===== config.mk =====
export PLATFORM = sky130hd
export DESIGN_NAME = gamepad_key_event_queue
export DESIGN_NICKNAME = d
export VERILOG_FILES = /design/src/gkeq_pkg.sv /design/src/gkeq_ram.sv /design/src/gkeq_ctrl.sv /design/src/gkeq_dp.sv /design/src/gamepad_key_event_queue.sv
export VERILOG_INCLUDE_DIRS = /design/src /design/src/src
export SDC_FILE = /design/constraint.sdc
export NUM_CORES = 1
export LEC_CHECK = 0
export BUFFER_PORTS_ARGS = -buffer_cell sky130_fd_sc_hd__buf_4
export CELL_PAD_IN_SITES_DETAIL_PLACEMENT = 1
export CELL_PAD_IN_SITES_GLOBAL_PLACEMENT = 2
export CORE_ASPECT_RATIO = 0.8
export CORE_MARGIN = 2
export CORE_UTILIZATION = 52
export CTS_BUF_LIST = sky130_fd_sc_hd__clkbuf_4 sky130_fd_sc_hd__clkbuf_8
export DETAILED_ROUTE_END_ITERATION = 7
export PLACE_DENSITY_LB_ADDON = 0.1
export SYNTH_ARGS = -nofsm -noshare
export SYNTH_HDL_FRONTEND = slang
export SYNTH_SLANG_ARGS = --single-unit

===== constraint.sdc =====
create_clock -name clk -period 4.8 [get_ports clk]
set_input_delay 0.96 -clock clk [delete_from_list [all_inputs] [get_ports clk]]
set_output_delay 0.96 -clock clk [all_outputs]
set_load 0.005 [all_outputs]

===== src/gamepad_key_event_queue_defines.svh =====
// Assertion macros for the gamepad key event queue.
// Included by the top level; no other dependencies.
`ifndef GAMEPAD_KEY_EVENT_QUEUE_DEFINES_SVH
`define GAMEPAD_KEY_EVENT_QUEUE_DEFINES_SVH

`ifndef SYNTHESIS
// Same-cycle implication, checked outside reset.
`define GKEQ_ASSERT_SAME(label, clk, rst_n, ante, cons) \
  label: assert property (@(posedge clk) disable iff (!rst_n) (ante) |-> (cons)) \
    else $error("gkeq same-cycle check failed");
// Next-cycle implication, checked outside reset.
`define GKEQ_ASSERT_NEXT(label, clk, rst_n, ante, cons) \
  label: assert property (@(posedge clk) disable iff (!rst_n) (ante) |=> (cons)) \
    else $error("gkeq next-cycle check failed");
`else
`define GKEQ_ASSERT_SAME(label, clk, rst_n, ante, cons)
`define GKEQ_ASSERT_NEXT(label, clk, rst_n, ante, cons)
`endif

`endif


===== src/gkeq_pkg.sv =====
// Shared types, constants and the key code table of the key event queue.
// No dependencies; imported by gkeq_ctrl, gkeq_dp and the top level.
package gkeq_pkg;

  localparam int NUM_KEYS  = 12;
  localparam int KEY_IDX_W = 4;
  localparam int CODE_W    = 8;
  localparam int EVT_W     = CODE_W + 1;
  localparam int THR_W     = 8;

  localparam logic [THR_W-1:0] JOY_HIGH_RST = 8'hB0;
  localparam logic [THR_W-1:0] JOY_LOW_RST  = 8'h60;

  localparam logic OP_SAMPLE = 1'b0;
  localparam logic OP_READ   = 1'b1;

  localparam logic CFG_JOY_HIGH = 1'b0;
  localparam logic CFG_JOY_LOW  = 1'b1;

  typedef struct packed {
    logic load_sample;
    logic scan_step;
    logic pop;
    logic out_load_empty;
    logic out_load_data;
  } gkeq_cmd_t;

  typedef struct packed {
    logic last_key;
    logic empty;
    logic out_free;
  } gkeq_status_t;

  function automatic logic [CODE_W-1:0] key_code(input logic [KEY_IDX_W-1:0] idx);
    logic [CODE_W-1:0] code;
    unique case (idx)
      4'd0:    code = 8'h1B;
      4'd1:    code = 8'h0D;
      4'd2:    code = 8'hA3;
      4'd3:    code = 8'hA2;
      4'd4:    code = 8'hA0;
      4'd5:    code = 8'hB6;
      4'd6:    code = 8'h2C;
      4'd7:    code = 8'h2E;
      4'd8:    code = 8'hAC;
      4'd9:    code = 8'hAE;
      4'd10:   code = 8'hAD;
      4'd11:   code = 8'hAF;
      default: code = 8'h00;
    endcase
    return code;
  endfunction

endpackage


===== src/gkeq_ram.sv =====
// Generic single-write, single-read RAM with registered read data.
// No dependencies.
module gkeq_ram #(
  parameter int WIDTH = 9,
  parameter int DEPTH = 32
) (
  input  logic                     clk,
  input  logic                     we,
  input  logic [$clog2(DEPTH)-1:0] waddr,
  input  logic [WIDTH-1:0]         wdata,
  input  logic                     re,
  input  logic [$clog2(DEPTH)-1:0] raddr,
  output logic [WIDTH-1:0]         rdata
);

  logic [WIDTH-1:0] mem [DEPTH];
  logic [WIDTH-1:0] rdata_r;

  always_ff @(posedge clk) begin
    if (we) begin
      mem[waddr] <= wdata;
    end
    if (re) begin
      rdata_r <= mem[raddr];
    end
  end

  assign rdata = rdata_r;

endmodule


===== src/gkeq_ctrl.sv =====
// Controller of the key event queue: accepts requests and sequences the datapath.
// Depends on gkeq_pkg.
module gkeq_ctrl
  import gkeq_pkg::*;
(
  input  logic         clk,
  input  logic         rst_n,
  input  logic         in_valid,
  input  logic         in_op,
  output logic         in_ready,
  input  gkeq_status_t st,
  output gkeq_cmd_t    cmd
);

  typedef enum logic [1:0] {
    S_IDLE,
    S_SCAN,
    S_RD,
    S_RD_DATA
  } state_t;

  state_t state_r, state_nxt;

  always_ff @(posedge clk) begin
    if (!rst_n) begin
      state_r <= S_IDLE;
    end else begin
      state_r <= state_nxt;
    end
  end

  always_comb begin
    state_nxt = state_r;
    cmd       = '0;
    in_ready  = 1'b0;
    unique case (state_r)
      S_IDLE: begin
        in_ready = 1'b1;
        if (in_valid) begin
          if (in_op == OP_SAMPLE) begin
            cmd.load_sample = 1'b1;
            state_nxt       = S_SCAN;
          end else begin
            state_nxt = S_RD;
          end
        end
      end
      S_SCAN: begin
        cmd.scan_step = 1'b1;
        if (st.last_key) begin
          state_nxt = S_IDLE;
        end
      end
      S_RD: begin
        // hold until the result register can take the answer
        if (st.out_free) begin
          if (st.empty) begin
            cmd.out_load_empty = 1'b1;
            state_nxt          = S_IDLE;
          end else begin
            cmd.pop   = 1'b1;
            state_nxt = S_RD_DATA;
          end
        end
      end
      S_RD_DATA: begin
        cmd.out_load_data = 1'b1;
        state_nxt         = S_IDLE;
      end
      default: state_nxt = S_IDLE;
    endcase
  end

endmodule


===== src/gkeq_dp.sv =====
// Datapath of the key event queue: thresholds, key compare, ring and result register.
// Depends on gkeq_pkg and gkeq_ram.
module gkeq_dp
  import gkeq_pkg::*;
#(
  parameter int QUEUE_DEPTH = 32
) (
  input  logic              clk,
  input  logic              rst_n,
  input  logic              cfg_we,
  input  logic              cfg_index,
  input  logic [THR_W-1:0]  cfg_wdata,
  input  logic [7:0]        buttons,
  input  logic [7:0]        joy_x,
  input  logic [7:0]        joy_y,
  input  gkeq_cmd_t         cmd,
  output gkeq_status_t      st,
  output logic              out_valid,
  input  logic              out_ready,
  output logic              out_event_valid,
  output logic              out_key_pressed,
  output logic [CODE_W-1:0] out_key_code
);

  localparam int PTR_W = $clog2(QUEUE_DEPTH);
  localparam logic [PTR_W-1:0] PTR_LAST = PTR_W'(QUEUE_DEPTH - 1);

  logic [THR_W-1:0]     joy_high_r, joy_low_r;
  logic [NUM_KEYS-1:0]  prev_r, now_r, now_in;
  logic [KEY_IDX_W-1:0] key_idx_r;
  logic [PTR_W-1:0]     wr_ptr_r, rd_ptr_r, wr_next, rd_next;
  logic                 full, cur_bit, changed, ring_we;
  logic [EVT_W-1:0]     ring_wdata, ring_rdata;
  logic                 out_valid_r, out_evt_r, out_pressed_r;
  logic [CODE_W-1:0]    out_code_r;

  assign now_in = {joy_y <= joy_low_r, joy_y >= joy_high_r,
                   joy_x <= joy_low_r, joy_x >= joy_high_r, buttons};

  assign wr_next = (wr_ptr_r == PTR_LAST) ? '0 : wr_ptr_r + 1'b1;
  assign rd_next = (rd_ptr_r == PTR_LAST) ? '0 : rd_ptr_r + 1'b1;
  assign full    = (wr_next == rd_ptr_r);

  assign cur_bit    = now_r[key_idx_r];
  assign changed    = cur_bit != prev_r[key_idx_r];
  assign ring_we    = cmd.scan_step && changed && !full;
  assign ring_wdata = {cur_bit, key_code(key_idx_r)};

  always_ff @(posedge clk) begin
    if (!rst_n) begin
      joy_high_r <= JOY_HIGH_RST;
      joy_low_r  <= JOY_LOW_RST;
    end else if (cfg_we) begin
      if (cfg_index == CFG_JOY_HIGH) begin
        joy_high_r <= cfg_wdata;
      end else begin
        joy_low_r <= cfg_wdata;
      end
    end
  end

  always_ff @(posedge clk) begin
    if (!rst_n) begin
      prev_r    <= '0;
      wr_ptr_r  <= '0;
      rd_ptr_r  <= '0;
      key_idx_r <= '0;
    end else begin
      if (cmd.load_sample) begin
        key_idx_r <= '0;
      end else if (cmd.scan_step) begin
        key_idx_r <= key_idx_r + 1'b1;
      end
      // previous value follows the input even when the event is dropped
      if (cmd.scan_step && changed) begin
        prev_r[key_idx_r] <= cur_bit;
      end
      if (ring_we) begin
        wr_ptr_r <= wr_next;
      end
      if (cmd.pop) begin
        rd_ptr_r <= rd_next;
      end
    end
  end

  always_ff @(posedge clk) begin
    if (cmd.load_sample) begin
      now_r <= now_in;
    end
  end

  gkeq_ram #(
    .WIDTH(EVT_W),
    .DEPTH(QUEUE_DEPTH)
  ) u_ring (
    .clk   (clk),
    .we    (ring_we),
    .waddr (wr_ptr_r),
    .wdata (ring_wdata),
    .re    (cmd.pop),
    .raddr (rd_ptr_r),
    .rdata (ring_rdata)
  );

  always_ff @(posedge clk) begin
    if (!rst_n) begin
      out_valid_r <= 1'b0;
    end else if (cmd.out_load_empty || cmd.out_load_data) begin
      out_valid_r <= 1'b1;
    end else if (out_ready) begin
      out_valid_r <= 1'b0;
    end
  end

  always_ff @(posedge clk) begin
    if (cmd.out_load_empty) begin
      out_evt_r     <= 1'b0;
      out_pressed_r <= 1'b0;
      out_code_r    <= '0;
    end else if (cmd.out_load_data) begin
      out_evt_r     <= 1'b1;
      out_pressed_r <= ring_rdata[EVT_W-1];
      out_code_r    <= ring_rdata[CODE_W-1:0];
    end
  end

  assign st.last_key = (key_idx_r == KEY_IDX_W'(NUM_KEYS - 1));
  assign st.empty    = (rd_ptr_r == wr_ptr_r);
  assign st.out_free = !out_valid_r || out_ready;

  assign out_valid       = out_valid_r;
  assign out_event_valid = out_evt_r;
  assign out_key_pressed = out_pressed_r;
  assign out_key_code    = out_code_r;

endmodule


===== src/gamepad_key_event_queue.sv =====
// Gamepad key event queue, top level: controller, datapath and checks.
// Depends on gkeq_pkg, gkeq_ctrl, gkeq_dp and the defines header.
//
//  channel | direction | tdata                                | tuser
//  in_     | slave     | buttons[7:0] joy_x[15:8] joy_y[23:16] | op
//  out_    | master    | key_pressed[0] key_code[8:1]         | event_valid
//  cfg_    | write     | cfg_index selects, cfg_wdata[7:0]    | -
//
// A sample request is accepted, then the twelve keys are compared one at a time
// against the stored state; a changed key is written to the ring unless full.
// A read of an empty queue ends in S_RD; else S_RD starts the registered ring
// read and S_RD_DATA loads it. A read waits while the result register is full.
// Reset (rst_n, synchronous) empties the queue and clears the key state.
`include "gamepad_key_event_queue_defines.svh"

module gamepad_key_event_queue
  import gkeq_pkg::*;
#(
  parameter int QUEUE_DEPTH = 32
) (
  input  logic        clk,
  input  logic        rst_n,
  input  logic        in_tvalid,
  output logic        in_tready,
  input  logic [23:0] in_tdata,   // buttons[7:0], joy_x[15:8], joy_y[23:16]
  input  logic        in_tuser,   // op
  output logic        out_tvalid,
  input  logic        out_tready,
  output logic [15:0] out_tdata,  // key_pressed[0], key_code[8:1], zero pad
  output logic        out_tuser,  // event_valid
  input  logic        cfg_we,
  input  logic        cfg_index,
  input  logic [7:0]  cfg_wdata
);

  gkeq_cmd_t    cmd;
  gkeq_status_t st;
  logic         key_pressed;
  logic [7:0]   key_code;

  gkeq_ctrl u_ctrl (
    .clk      (clk),
    .rst_n    (rst_n),
    .in_valid (in_tvalid),
    .in_op    (in_tuser),
    .in_ready (in_tready),
    .st       (st),
    .cmd      (cmd)
  );

  gkeq_dp #(
    .QUEUE_DEPTH(QUEUE_DEPTH)
  ) u_dp (
    .clk             (clk),
    .rst_n           (rst_n),
    .cfg_we          (cfg_we),
    .cfg_index       (cfg_index),
    .cfg_wdata       (cfg_wdata),
    .buttons         (in_tdata[7:0]),
    .joy_x           (in_tdata[15:8]),
    .joy_y           (in_tdata[23:16]),
    .cmd             (cmd),
    .st              (st),
    .out_valid       (out_tvalid),
    .out_ready       (out_tready),
    .out_event_valid (out_tuser),
    .out_key_pressed (key_pressed),
    .out_key_code    (key_code)
  );

  assign out_tdata = {7'd0, key_code, key_pressed};

  `GKEQ_ASSERT_SAME(a_pop_not_empty, clk, rst_n, cmd.pop, !st.empty)
  `GKEQ_ASSERT_SAME(a_load_into_free, clk, rst_n,
                    cmd.out_load_empty || cmd.out_load_data, st.out_free)
  `GKEQ_ASSERT_NEXT(a_pop_then_load, clk, rst_n, cmd.pop, cmd.out_load_data)
  `GKEQ_ASSERT_SAME(a_result_source, clk, rst_n, $rose(out_tvalid),
                    $past(cmd.out_load_empty) || $past(cmd.out_load_data))

endmodule

==> reports/metrics.yaml <==
yosysUniqueCellTypes: 49
holdCritPathClass: "register to register"
htree_levels: 2
drive_above_1_share: 0.2497
clock-skew-final_ns: 0.02180
powerDensity_mw_per_mm2: 383.0
yosys.area_share.simple: 0.06669
synth_top_family_by_area: "multiplexers"
power_leakage_uw: 0.005305
cts_sinks: 337
reg2regPathDepth: 8
ys.flop_type: "edfxtp_1"
synth_area_leaders: "edfxtp_1 (58%), mux4_2 (14%), dfxtp_1 (8.5%)"
wirelength_um: 34850
viasPerCell: 5.941
layout.nets: 1041
cts.clk_slew.worst_paths_ns: 0.06
ys_warn_count: 0
cts.hold.buffers_added: 0
yosysTopAreaCell: "edfxtp_1"
cp_data_arrival_time_ns: 3.96
grt_setup_unrepaired: "false"
die-area_sq_mm: 0.02888
period_share: 0.7840
fin_util: 0.5885
timing.rr.start: "u_dp.key_idx_r[0]"
port_buffers: 49
dp_hpwl_um: 22830
cpPeakStageDelay_ns: 0.72
worst_slew_pin_slew_ns: 1.039
grt_pass1_vias: 8304
dp_cells: 1268
path_cells: "mux4_2 > a22oi_1 > nand2_1 > xnor2_1 > a311oi_2 > buf_4 > nand2_1 > nor2_1"
worstReg2RegEnd: "u_dp.u_ring.mem[3][2]"
post_cts_resized: 0
end_kind: "register"
core_sq_mm: 0.02716
finalMaxSlewViolations: 0
setup_viol: 0
yosys.area.top_type_share: 0.5790
initial_core_util: 0.5270
drv_cap: 0
cts_setup_buffers: 0
num_antenna_cells: 0
gp_congestion: 0.8457
cpMostUsedCell: "nand2_1"
maxSlewHeadroom: 0.3044
hold_start: "u_dp.out_key_pressed"
synthCells: 894
path_max_fanout: 14
cts_made_buffers: 51
syn_area_per_cell_sq_um: 16.01
ys_seq_elements: 337
peakVddDrop_mv: 0.2273
first_iter_violations: 852
grt_max_degree: 48
synth-compound-area-share: 0.05026
nFillCells: 2549
start_kind: "register"
wl_per_cell_um: 25.61
max_freq_ghz: 0.2657
hold_viol: 0
min_path_cells: 2
final_cell_mix: "edfxtp_1 (276), mux4_2 (86), nand2_1 (67)"
cp_top_family: "simple AND/OR/NAND/NOR gates"
reg2reg_slack_ns: 1.04
period_needed_ns: 3.763
worstSetupPathType: "register to register"
die_x_um: 189.5
firstDrtPassIters: 5
ctsLongestPathBuffers: 3
syn_to_final_growth_pct: 11.66
final_common_cell: "edfxtp_1"
io_pins: 58
setup_tns_ns: 0
tritoncts: "built"
synthArstFlopShare: 0
antenna_found_initial: 1
synthMuxAreaShare: 0.1423
synthXorXnorAreaFrac: 0.01101
yosysSeqAreaShare: 0.6643
vias: 8086
dieHeight_um: 152.4
grt.overflow.total: 0
min_to: "u_dp.out_key_pressed"
root_buffer: "clkbuf_8"
critical_path_depth: 8
critPathRequiredTime_ns: 5.00
synth-edff-count: 276
grtUsageTotal: 0.2498
clock_latency_ns: 0.58
drtAntennaViolNets: 0
final_cells: 1361
synth.cell_area_sq_mm: 0.01431
crit_buf_inv: 1
grt_pass1_wl_um: 52680
slowest_stage: "nor2_1"
status: "finished clean"
num_rows: 54
drc: 0
synth_fa_ha_area_frac: 0.03933
## metrics by stage
| stage | hold WS [ns] | total power (uW) | instance area (sq um) | worst slack, ns |
|---|---|---|---|---|
| 5_1_grt | 0.4996 | 6338 | 15980 | 0.7724 |
| 2_1_floorplan | 0.4367 | 3601 | 14340 | 1.594 |
| 4_1_cts | 0.4684 | 6183 | 15980 | 0.9940 |
| 3_3_place_gp | 0.4471 | 3773 | 14960 | 1.191 |
| 6_report | 0.4617 | 6121 | 15980 | 1.037 |
| 3_5_place_dp | 0.4602 | 3794 | 14960 | 1.019 |
## cell usage after synthesis (14+ instances only)
library cell and count:
ha_1 45, a21oi_1 34, clkbuf_1 26, mux4_2 86
dfxtp_1 61, nand2_1 67, nor2_1 55, inv_1 27
a21boi_0 17, nor2b_1 14, nand3_1 14, edfxtp_1 276
o21ai_0 32
## worst max path at each step
stage	start	to	slack, ns
after floorplan	in_tvalid	u_dp.ring_wdata[7]	1.59
after global placement	u_dp.key_idx_r[0]	u_dp.u_ring.mem[14][0]	1.19
after detailed placement	u_dp.key_idx_r[0]	u_dp.u_ring.mem[10][5]	1.02
after CTS	u_dp.key_idx_r[0]	u_dp.u_ring.mem[10][8]	0.99
after global routing	u_dp.key_idx_r[0]	u_dp.u_ring.mem[3][3]	0.77
final	u_dp.key_idx_r[0]	u_dp.u_ring.mem[3][2]	1.04
## registers in the layout (all words and copies together), names as in the netlist, 7 cells and up
name / count
u_dp.u_ring.rdata: 8
u_dp.joy_high_r: 8
u_dp.out_key_code: 7
u_dp.ring_wdata: 7
u_dp.now_r: 12
u_dp.joy_low_r: 8
u_dp.prev_r: 12
u_dp.u_ring.mem: 256
## logic make-up after synthesis
logic type	count (synthesis)
flip-flops	337
AND/OR/NAND/NOR	201
AO/OA/AOI/OAI	118
multiplexers	95
buffers and inverters	79
adder cells (fa/ha/maj)	45
XOR/XNOR	18
other	1
## per-layer routing
layer  vias up  GRT usage  wire length [um]
li1       3537          -                 -
met1      4101     0.3736             15280
met2       377     0.3696             15600
met3        69    0.05689              3132
met4         2    0.07604               822
met5         -          0                13
## final cells by class
class	count	area, sq um	area share
sequential	337	9523	0.5958
inverter	27	101.3	0.006340
clock buffer	69	837.1	0.05237
timing repair buffer	55	412.9	0.02583
multi-input combinational	485	4467	0.2795
clock inverter	24	187.7	0.01174
tap	364	455.4	0.02849
## where the power goes
| group | leakage [uW] | switching, uW | total, uW | internal [uW] |
|---|---|---|---|---|
| combinational | 0.00179 | 204 | 381 | 177 |
| sequential | 0.00297 | 101 | 3350 | 3250 |
| clock | 0.000543 | 1090 | 2390 | 1300 |
| total | 0.00530 | 1400 | 6120 | 4720 |
## worst register-to-register path, stage by stage, from the launching register on
cell      delay (ns)
dfxtp_1         0.46
mux4_2          0.53
a22oi_1         0.21
nand2_1         0.32
xnor2_1         0.25
a311oi_2        0.25
buf_4           0.23
nand2_1         0.43
nor2_1          0.72
(Power assumes the default switching activity.)
